$ cat config.mk
export PLATFORM = sky130hd
export DESIGN_NAME = phasor_waveshape_oscillator
export DESIGN_NICKNAME = d
export VERILOG_FILES = /design/src/rtl/pwo_pkg.sv /design/src/rtl/pwo_ctrl.sv /design/src/rtl/pwo_datapath.sv /design/src/rtl/phasor_waveshape_oscillator.sv
export SDC_FILE = /design/constraint.sdc
export NUM_CORES = 2
export LEC_CHECK = 0
export BUFFER_PORTS_ARGS = -buffer_cell sky130_fd_sc_hd__buf_2
export CELL_PAD_IN_SITES_DETAIL_PLACEMENT = 1
export CELL_PAD_IN_SITES_GLOBAL_PLACEMENT = 1
export CORE_MARGIN = 10
export CORE_UTILIZATION = 50
export DETAILED_ROUTE_END_ITERATION = 7
export GPL_TIMING_DRIVEN = 0
export PLACE_DENSITY_LB_ADDON = 0.3
export SETUP_SLACK_MARGIN = 0.2
export SYNTH_ARGS = -nofsm -noshare
export SYNTH_HDL_FRONTEND = slang
export SYNTH_SLANG_ARGS = --single-unit
$ cat constraint.sdc
create_clock -name clk -period 13.65 [get_ports clk]
set_input_delay 0.6825 -clock clk [delete_from_list [all_inputs] [get_ports clk]]
set_output_delay 0.6825 -clock clk [all_outputs]
set_load 0.1 [all_outputs]
$ cat src/rtl/pwo_pkg.sv
// Shared types and constants for the phasor waveshape oscillator.
// No dependencies; imported by the controller, datapath and top level.
package pwo_pkg;

  localparam int VOICES_DEF = 2;

  localparam int PH_W     = 24;
  localparam int FRAC_W   = 22;
  localparam int GAIN_W   = 16;
  localparam int SAMPLE_W = 24;
  localparam int CNT_W    = 3;
  localparam int SHAPE_W  = 2;
  localparam int ADDR_W   = 3;
  localparam int DATA_W   = 32;

  localparam logic [FRAC_W:0]   ONE22    = 23'h400000;
  localparam logic [GAIN_W-1:0] GAIN_RST = 16'd13107;

  localparam logic [SHAPE_W-1:0] SHAPE_TRI  = 2'd0;
  localparam logic [SHAPE_W-1:0] SHAPE_TONE = 2'd1;
  localparam logic [SHAPE_W-1:0] SHAPE_IMP  = 2'd2;
  localparam logic [SHAPE_W-1:0] SHAPE_NONE = 2'd3;

  localparam logic REG_GAIN = 1'b0;

  typedef struct packed {
    logic load;
    logic square;
    logic shape;
    logic gain;
    logic finish;
  } pwo_cmd_t;

  typedef struct packed {
    logic sq_zero_in;
    logic sq_last;
    logic out_free;
  } pwo_status_t;

endpackage

$ cat src/rtl/pwo_ctrl.sv
// Sequencing state machine for the oscillator: load, square, shape, gain, finish.
// Depends on pwo_pkg for the command and status structs.
module pwo_ctrl (
  input  logic                 clk,
  input  logic                 rst,
  input  logic                 in_valid,
  output logic                 in_ready,
  output pwo_pkg::pwo_cmd_t    cmd,
  input  pwo_pkg::pwo_status_t status
);
  import pwo_pkg::*;

  typedef enum logic [4:0] {
    S_IDLE   = 5'b00001,
    S_SQUARE = 5'b00010,
    S_SHAPE  = 5'b00100,
    S_GAIN   = 5'b01000,
    S_FINISH = 5'b10000
  } state_t;

  state_t state, state_next;

  always_ff @(posedge clk) begin
    if (rst) begin
      state <= S_IDLE;
    end else begin
      state <= state_next;
    end
  end

  always_comb begin
    state_next = state;
    cmd        = '0;
    in_ready   = 1'b0;
    case (state)
      S_IDLE: begin
        in_ready = 1'b1;
        if (in_valid) begin
          cmd.load   = 1'b1;
          state_next = status.sq_zero_in ? S_SHAPE : S_SQUARE;
        end
      end
      S_SQUARE: begin
        cmd.square = 1'b1;
        if (status.sq_last) begin
          state_next = S_SHAPE;
        end
      end
      S_SHAPE: begin
        cmd.shape  = 1'b1;
        state_next = S_GAIN;
      end
      S_GAIN: begin
        cmd.gain   = 1'b1;
        state_next = S_FINISH;
      end
      S_FINISH: begin
        if (status.out_free) begin
          cmd.finish = 1'b1;
          state_next = S_IDLE;
        end
      end
      default: begin
        state_next = S_IDLE;
      end
    endcase
  end

endmodule

$ cat src/rtl/pwo_datapath.sv
// Phase store, shared squaring multiplier, shaper, gain multiplier and output register.
// Depends on pwo_pkg; driven by pwo_ctrl through command and status structs.
module pwo_datapath #(
  parameter int VOICES = pwo_pkg::VOICES_DEF
) (
  input  logic                                 clk,
  input  logic                                 rst,
  input  pwo_pkg::pwo_cmd_t                    cmd,
  output pwo_pkg::pwo_status_t                 status,
  input  logic                                 voice,
  input  logic [pwo_pkg::PH_W-1:0]             phase_increment,
  input  logic [pwo_pkg::SHAPE_W-1:0]          shape,
  input  logic [pwo_pkg::CNT_W-1:0]            squarings,
  input  logic [pwo_pkg::GAIN_W-1:0]           gain,
  output logic                                 out_valid,
  input  logic                                 out_ready,
  output logic signed [pwo_pkg::SAMPLE_W-1:0]  sample,
  output logic [pwo_pkg::PH_W-1:0]             new_phase
);
  import pwo_pkg::*;

  localparam int SLOTS  = (VOICES > 1) ? 2 : 1;
  localparam int SLOT_W = 1;
  localparam int PROD_W = 2 * PH_W;
  localparam int GMUL_W = (SAMPLE_W + 1) + (GAIN_W + 1);
  localparam int SHR_W  = GMUL_W - GAIN_W;
  localparam logic signed [SHR_W-1:0] SAT_MAX = SHR_W'(2 ** (SAMPLE_W - 1) - 1);
  localparam logic signed [SHR_W-1:0] SAT_MIN = -SHR_W'(2 ** (SAMPLE_W - 1));

  logic [PH_W-1:0]           phase_q [SLOTS];
  logic [PH_W-1:0]           ph_q;
  logic [PH_W-1:0]           p_q;
  logic [CNT_W-1:0]          cnt_q;
  logic [SHAPE_W-1:0]        shape_q;
  logic [1:0]                quad_q;
  logic [FRAC_W:0]           flip_q;
  logic [FRAC_W:0]           sq_q;
  logic signed [GMUL_W-1:0]  prod_q;

  logic [SLOT_W-1:0]         slot;
  logic [PH_W-1:0]           ph_sum;
  logic [1:0]                quad;
  logic [FRAC_W:0]           frac;
  logic                      do_flip;
  logic [FRAC_W:0]           flip;
  logic [PH_W-1:0]           mul_a;
  logic [PROD_W-1:0]         mul_p;
  logic signed [SAMPLE_W-1:0] g;
  logic signed [SAMPLE_W-1:0] fs;
  logic signed [SAMPLE_W-1:0] ss;
  logic signed [SAMPLE_W-1:0] one_s;
  logic signed [SAMPLE_W:0]   g2;
  logic signed [GAIN_W:0]     gain_s;
  logic signed [GMUL_W-1:0]   gmul;
  logic signed [SHR_W-1:0]    shr;
  logic signed [SAMPLE_W-1:0] sat;

  assign slot   = (SLOTS > 1) ? SLOT_W'(voice) : '0;
  assign ph_sum = phase_q[slot] + phase_increment;

  assign quad = p_q[PH_W-1:PH_W-2];
  assign frac = {1'b0, p_q[FRAC_W-1:0]};

  always_comb begin
    case (shape_q)
      SHAPE_TRI:  do_flip = (quad == 2'd1) || (quad == 2'd2);
      SHAPE_TONE: do_flip = (quad == 2'd0) || (quad == 2'd2);
      SHAPE_IMP:  do_flip = (quad == 2'd1) || (quad == 2'd3);
      default:    do_flip = 1'b0;
    endcase
  end

  assign flip  = do_flip ? (ONE22 - frac) : frac;
  assign mul_a = cmd.square ? p_q : PH_W'(flip);
  assign mul_p = mul_a * mul_a;

  assign fs    = signed'(SAMPLE_W'(flip_q));
  assign ss    = signed'(SAMPLE_W'(sq_q));
  assign one_s = signed'(SAMPLE_W'(ONE22));

  always_comb begin
    case (shape_q)
      SHAPE_TRI:  g = quad_q[1] ? (fs - one_s) : fs;
      SHAPE_TONE: g = quad_q[1] ? (ss - one_s) : (one_s - ss);
      SHAPE_IMP:  g = quad_q[1] ? -ss : ss;
      default:    g = '0;
    endcase
  end

  assign g2     = {g, 1'b0};
  assign gain_s = signed'({1'b0, gain});
  assign gmul   = GMUL_W'(g2) * GMUL_W'(gain_s);

  assign shr = prod_q[GMUL_W-1:GAIN_W];

  always_comb begin
    if (shr > SAT_MAX) begin
      sat = SAT_MAX[SAMPLE_W-1:0];
    end else if (shr < SAT_MIN) begin
      sat = SAT_MIN[SAMPLE_W-1:0];
    end else begin
      sat = shr[SAMPLE_W-1:0];
    end
  end

  always_ff @(posedge clk) begin
    if (rst) begin
      for (int i = 0; i < SLOTS; i++) begin
        phase_q[i] <= '0;
      end
    end else if (cmd.load) begin
      phase_q[slot] <= ph_sum;
    end
  end

  always_ff @(posedge clk) begin
    if (cmd.load) begin
      ph_q    <= ph_sum;
      p_q     <= ph_sum;
      cnt_q   <= squarings;
      shape_q <= shape;
    end
    if (cmd.square) begin
      p_q   <= mul_p[PROD_W-1:PH_W];
      cnt_q <= cnt_q - CNT_W'(1);
    end
    if (cmd.shape) begin
      flip_q <= flip;
      sq_q   <= mul_p[2*FRAC_W:FRAC_W];
      quad_q <= quad;
    end
    if (cmd.gain) begin
      prod_q <= gmul;
    end
  end

  always_ff @(posedge clk) begin
    if (rst) begin
      out_valid <= 1'b0;
    end else if (cmd.finish) begin
      out_valid <= 1'b1;
    end else if (out_ready) begin
      out_valid <= 1'b0;
    end
  end

  always_ff @(posedge clk) begin
    if (cmd.finish) begin
      sample    <= sat;
      new_phase <= ph_q;
    end
  end

  assign status.sq_zero_in = (squarings == '0);
  assign status.sq_last    = (cnt_q == CNT_W'(1));
  assign status.out_free   = !out_valid || out_ready;

  a_load_phase: assert property (@(posedge clk) disable iff (rst)
    cmd.load |=> (ph_q == phase_q[$past(slot)]))
    else $error("stored phase and reported phase disagree after load");

  a_square_count: assert property (@(posedge clk) disable iff (rst)
    cmd.square |-> (cnt_q != '0))
    else $error("squaring issued with no squarings left");

  a_count_step: assert property (@(posedge clk) disable iff (rst)
    cmd.square |=> (cnt_q == $past(cnt_q) - CNT_W'(1)))
    else $error("squaring count did not step");

  a_no_shape: assert property (@(posedge clk) disable iff (rst)
    (cmd.finish && (shape_q == SHAPE_NONE)) |=> (out_valid && (sample == '0)))
    else $error("undefined shape produced a nonzero sample");

endmodule

$ cat src/rtl/phasor_waveshape_oscillator.sv
// Top level: gain register on the APB port, controller and datapath.
// Depends on pwo_pkg, pwo_ctrl and pwo_datapath.
// Each transfer walks load, the squarings in the shared 24x24 squarer, shape, gain and finish;
// out_valid is set by the finish command, which waits while the output register is full.
// A new input is taken while the previous result waits in the output register.
// Reset clears all voice phases to zero and loads the gain with 13107 (0.2).
module phasor_waveshape_oscillator #(
  parameter int VOICES = pwo_pkg::VOICES_DEF
) (
  input  logic                                 clk,
  input  logic                                 rst,
  input  logic                                 in_valid,
  output logic                                 in_ready,
  input  logic                                 voice,
  input  logic [pwo_pkg::PH_W-1:0]             phase_increment,
  input  logic [pwo_pkg::SHAPE_W-1:0]          shape,
  input  logic [pwo_pkg::CNT_W-1:0]            squarings,
  output logic                                 out_valid,
  input  logic                                 out_ready,
  output logic signed [pwo_pkg::SAMPLE_W-1:0]  sample,
  output logic [pwo_pkg::PH_W-1:0]             new_phase,
  input  logic                                 psel,
  input  logic                                 penable,
  input  logic                                 pwrite,
  input  logic [pwo_pkg::ADDR_W-1:0]           paddr,
  input  logic [pwo_pkg::DATA_W-1:0]           pwdata,
  output logic [pwo_pkg::DATA_W-1:0]           prdata,
  output logic                                 pready
);
  import pwo_pkg::*;

  logic [GAIN_W-1:0] gain;
  logic              reg_index;
  pwo_cmd_t          cmd;
  pwo_status_t       status;

  assign pready    = 1'b1;
  assign reg_index = paddr[ADDR_W-1];

  always_ff @(posedge clk) begin
    if (rst) begin
      gain <= GAIN_RST;
    end else if (psel && penable && pwrite && pready && (reg_index == REG_GAIN)) begin
      gain <= pwdata[GAIN_W-1:0];
    end
  end

  assign prdata = (reg_index == REG_GAIN) ? DATA_W'(gain) : '0;

  pwo_ctrl u_ctrl (
    .clk      (clk),
    .rst      (rst),
    .in_valid (in_valid),
    .in_ready (in_ready),
    .cmd      (cmd),
    .status   (status)
  );

  pwo_datapath #(
    .VOICES (VOICES)
  ) u_datapath (
    .clk             (clk),
    .rst             (rst),
    .cmd             (cmd),
    .status          (status),
    .voice           (voice),
    .phase_increment (phase_increment),
    .shape           (shape),
    .squarings       (squarings),
    .gain            (gain),
    .out_valid       (out_valid),
    .out_ready       (out_ready),
    .sample          (sample),
    .new_phase       (new_phase)
  );

endmodule

Yosys cells after proc, flatten, opt, wreduce, memory -nomap -nowiden
Memory sizes are Yosys's and may differ from the RTL's. Cells that the tools add are included.

Register bits: 212. RAM bits: 48. Bits of input ports: 72. Output and inout bits: 83. Logic and storage cells: 91. Memories: 1.

Add/sub/neg operators: 7. Multipliers: 2. $lt $le $gt $ge: 2. Equal/unequal tests: 14. Mux-type cells: 36. Bitwise logic cells: 1. Reduce and logical (&&, ||, !) cells: 15.

Memories: u_datapath.phase_q (depth 2, width 24, read ports 1, clocked after Yosys merged registers in 0, wr ports 2, RTL line pwo_datapath.sv:30) `logic [PH_W-1:0] phase_q [SLOTS];`.

Operator list (number): $mux 24 (8); $pmux 24 s3 (1); $mul 24x24->48 (1); $sub 23x23->24 const B (2); $mul 24x17->41 (1); $gt 26x24->1 const B (1); $lt 26x24->1 const B (1); $pmux 5 s5 (1); $add 24x24->24 (1); $neg 23->24 (1); $reduce_or 24->1 (1); $sub 23x23->24 const A (1); $mux 23 (1); $sub 23x22->23 const A (1); $mux 1 (17); $mux 16 (1); $mux 5 (3); $mux 3 (3); $eq 2x2->1 const B (3); $ne 2x2->1 const B (3); $eq 5x1->1 const B (1); $eq 5x2->1 const B (1); $eq 5x3->1 const B (1); $eq 5x4->1 const B (1); 13 further kinds (21).

Longest topological paths before layout
Depth in word-level cells: 7. Mapped depth: 37. Gate-level depth less buffers: 35.

Modules after synthesis
A second synthesis with hierarchy kept.

Cell total of the unflattened synthesis: 4296. Area total of the unflattened synthesis: 41139.5 sq um.

Modules (own cells, without submodules): pwo_datapath (times used 1, cells each 4150, area an instance 39863.2 sq um, sequential area each 6686.4 sq um); phasor_waveshape_oscillator (times used 1, cells each 106, area an instance 947.2 sq um, sequential area each 320.3 sq um); pwo_ctrl (times used 1, cells each 40, area an instance 329.1 sq um, sequential area each 100.1 sq um).

Least setup slack after synthesis
Ideal clock, no wire load.

Path kind: reg2reg. From: reg u_datapath.p_q[0]. To: reg u_datapath.p_q[17] (data pin). Library setup time: 0.260 ns. Arrival: 8.812 ns. Data required time: 13.390 ns. Setup slack: 4.578 ns. Cell stages (with the launch flop): 35. Clock period less this slack: 9.072 ns. Cell sequence: edfxtp_1 -> clkbuf_1 -> clkinv_1 -> ha_1 -> nor4b_4 -> nand2_1 -> or4_1 -> or3_1 -> nand2_1 -> xor2_2 -> inv_2 -> buf_2 -> nand2_1 -> fa_1 -> inv_1 -> fa_1 -> fa_1 -> inv_1 -> fa_1 -> inv_1 -> fa_1 -> fa_1 -> inv_1 -> fa_1 -> inv_1 -> ha_1 -> and4_1 -> nand2_1 -> or3_1 -> a2111o_1 -> a311o_1 -> a31oi_1 -> a21oi_1 -> xnor2_1 -> mux2_2.

Cells in the longest elaborated chain, start to end: 5.

RTL lines: from (decl) (RTL line pwo_datapath.sv:32) `logic [PH_W-1:0] p_q;`; from (signal assigned) (RTL line pwo_datapath.sv:119) `p_q <= ph_sum;`; from (signal assigned) (RTL line pwo_datapath.sv:124) `p_q <= mul_p[PROD_W-1:PH_W];`; $sub 23x22->23 (RTL line pwo_datapath.sv:73) `assign flip = do_flip ? (ONE22 - frac) : frac;`; $mux 23 (RTL line pwo_datapath.sv:73); $mux 24 * (RTL line pwo_datapath.sv:74) `assign mul_a = cmd.square ? p_q : PH_W'(flip);`; $mul 24x24->48 * (RTL line pwo_datapath.sv:75) `assign mul_p = mul_a * mul_a;`; net u_datapath.mul_p[41] (RTL line pwo_datapath.sv:47) `logic [PROD_W-1:0] mul_p;`; $mux 24 * (RTL line pwo_datapath.sv:123) `if (cmd.square) begin`.

The timed path passes the listed nets; every way through them passes the cells marked *. A chain may end at the register's enable or synchronous reset.

Worst setup path in the final report
From: reg u_datapath.p_q[0]. To: reg u_datapath.p_q[19] (data pin).

The elaborated chain is that of the path after synthesis.

==> results.py <==
metrics = {
    "grt": {
        "grt_max_degree": 32,
        "antenna_found_initial": 2,
        "grt_use_met3_pct": 3.83,
        "met1_usage_pct": 34.8,
        "grt.busiest_layer": "met2",
        "grt_pass1_vias": 35700,
        "met2_usage_pct": 49.9,
        "grt-ovfl-total": 0,
        "grt_pass1_wl_um": 205000,
        "track_usage_pct": 28.3,
    },
    "worst_setup_path": {
        "cp_slowest_cell": "xor2_1",
        "r2r_slack_ns": 1.59,
        "crit_top_cell": "fa_1",
        "critical_path_class": "flip-flop to flip-flop",
        "cp.arrival_ns": 12.39,
        "critPathLaunchType": "flip-flop",
        "setup.worst_path.end_class": "flip-flop",
        "cpPeakStageDelay_ns": 1.14,
        "path_max_fanout": 9,
        "cp_data_required_time_ns": 13.98,
    },
    "place": {
        "hpwl_um": 109000,
        "gp_congestion": 0.940,
        "portBuffers": 118,
    },
    "layout": {
        "mostFrequentLayoutCell": "inv_1",
        "fillers": 9508,
        "layout-drive-gt1-share_pct": 5.58,
        "nNetsFinal": 5731,
        "layout_common_cells": "inv_1 (1066), fa_1 (799), nand2_1 (546), ha_1 (292), nor2_1 (286)",
        "area_growth_pct": 7.20,
    },
    "sta": {
        "clock.fmax_mhz": 82.9,
        "hold_violations": 0,
        "setup_viol": 0,
        "worst_slew_pin_slew_ns": 1.47,
        "slew-limit-headroom_pct": 1.36,
        "rsz0062_at_grt": "no",
        "period_share_pct": 88.3,
        "slew_violations": 0,
        "timing.hold.ws_ns": 0.273,
        "finalCriticalPeriod_ns": 12.06,
        "tns_ns": 0,
        "finClkSkew_ns": 0.0427,
    },
    "logic_synthesis": {
        "synth_ff_type": "edfxtp_1",
        "synthCells": 4396,
        "synth_top_family_by_area": "adder cells",
        "synth_xor_area_share_pct": 2.71,
        "ys_ff_latch": 244,
        "synth.distinct_cells": 84,
        "synth_compound_area_share_pct": 6.12,
        "synthSimpleGateAreaFrac_pct": 13.6,
        "synth_area_mm2": 0.0413,
        "muxShareOfSynthArea_pct": 1.16,
        "synth-edff-count": 222,
        "synth_adder_area_share_pct": 47.5,
        "async_reset_ff_share_pct": 0,
        "synth-seq-area-share_pct": 17.2,
        "yosys_warnings": 0,
        "syn_area_per_cell_um2": 9.41,
    },
    "drt": {
        "avgRoutedWirePerCell_um": 23.3,
        "route.detailed.drc": 0,
        "antenna_left": 0,
        "num_vias": 31300,
        "drtPass1Iterations": 7,
        "drtIter0Drc": 2182,
        "drt_wl_total_um": 132000,
        "vias_per_cell": 5.54,
    },
    "clock_tree": {
        "ctsResizeCount": 0,
        "cts_buffers": 26,
        "cts.sinks": 244,
        "tritoncts": "built",
        "clk_latency_ns": 0.62,
        "clk_pin_slew_ns": 0.07,
        "cts-root-buf": "clkbuf_16",
        "post-cts-setup-buffers": 0,
        "cts_max_level": 1,
        "clockBufferDepth": 3,
        "cts.hold.buffers_added": 0,
    },
    "floorplanning": {
        "num_io_pins": 155,
        "row_count": 105,
        "initial_utilization_pct": 50.4,
        "die-area_mm2": 0.0946,
        "die_x_um": 308,
        "core_mm2": 0.0820,
        "fp.dieH_um": 308,
    },
    "hold_path": {
        "hp-class": "input pin to flip-flop",
    },
    "run_status": {
        "status": "finished, final reports clean",
    },
    "run": {
        "maxCapViolCount": 0,
    },
}
-- logic make-up after synthesis --
| kind of cell | Yosys count |
|---|---|
| and+or+nand+nor | 1229 |
| adders and majority gates | 1091 |
| AOI/OAI and AO/OA | 393 |
| xor gates and xnor gates | 127 |
| muxes | 44 |
| DFF | 244 |
| other | 2 |
| buffers and inverters | 1266 |
-- Yosys cell counts, types with 50 or more instances --
cell / instances / area [um2]
inv_1: 1066 / 4000
fa_1: 799 / 16000
nand2_1: 546 / 2050
ha_1: 292 / 3650
nor2_1: 286 / 1070
edfxtp_1: 222 / 6670
clkbuf_1: 154 / 578
and2_1: 143 / 895
a21oi_1: 112 / 561
o21ai_0: 89 / 445
xnor2_1: 75 / 657
a21o_1: 54 / 405
nor2b_1: 54 / 338
xor2_1: 51 / 447
nor3_1: 50 / 250
-- path summary, 6_finish.rpt --
| check | from | endpoint | cells after the start |
|---|---|---|---|
| worst max-delay path | u_datapath.p_q[0] | u_datapath.p_q[19] | 30 |
| worst min-delay path | shape[0] | u_datapath.shape_q[0] | 1 |
| worst max register to register | u_datapath.p_q[0] | u_datapath.p_q[19] | 30 |
| worst min register to register | u_datapath.ph_q[5] | u_datapath.new_phase[5] | 0 |
-- area by class of cell --
class                      count  area (um2)  area share [%]
antenna                        1        2.50         0.00565
buffer                       192         798            1.80
clock buffer                  36         712            1.61
clock inverter                10        82.6           0.186
inverter                    1074        4030            9.10
multi-input combinational   2901       29500            66.6
sequential                   244        7110            16.0
tap                         1070        1340            3.02
timing repair buffer         129         727            1.64
-- sequential cells by signal, summed over array words and instances (netlist names), 3 cells and up --
name and count:
u_datapath.flip_q 23, u_datapath.cnt_q 3, u_datapath.phase_q 48, u_datapath.sample 24, u_datapath.ph_q 24, u_datapath.sq_q 23
gain 16, u_datapath.p_q 24, u_datapath.prod_q 26, u_ctrl.state 5, u_datapath.new_phase 24
-- metrics by stage --
stage | area (um2) | util [%] | worst slack (ns) | std cells
after floorplan | 41400 | - | 4.58 | 4411
after global placement | 43300 | 52.9 | 1.46 | 5599
after detailed placement | 43500 | 53.1 | 1.77 | 5609
after CTS | 44300 | 54.0 | 1.70 | 5655
after global routing | 44300 | 54.1 | 1.27 | 5656
final | 44300 | 54.1 | 1.59 | 5657
-- metal layers --
metal / share of wire, % / up-vias
met3: 5.8 / 301
li1: - / 13700
met2: 50 / 1004
met4: 4.4 / 0
met5: 0 / -
met1: 40 / 16400
-- worst max-delay path, delay by kind of cell (launching register included) --
kind / cells / cell delay, ns
compound gates: 6 / 2.00
fa+ha+maj: 9 / 3.79
mux: 1 / 0.29
flops: 1 / 0.37
xor+xnor: 2 / 1.40
buf+inv: 7 / 2.29
simple gates: 5 / 1.62
Power is left out: the tool's default activity adds up to more than one toggle a clock period on the data nets, which glitch-free logic cannot reach.
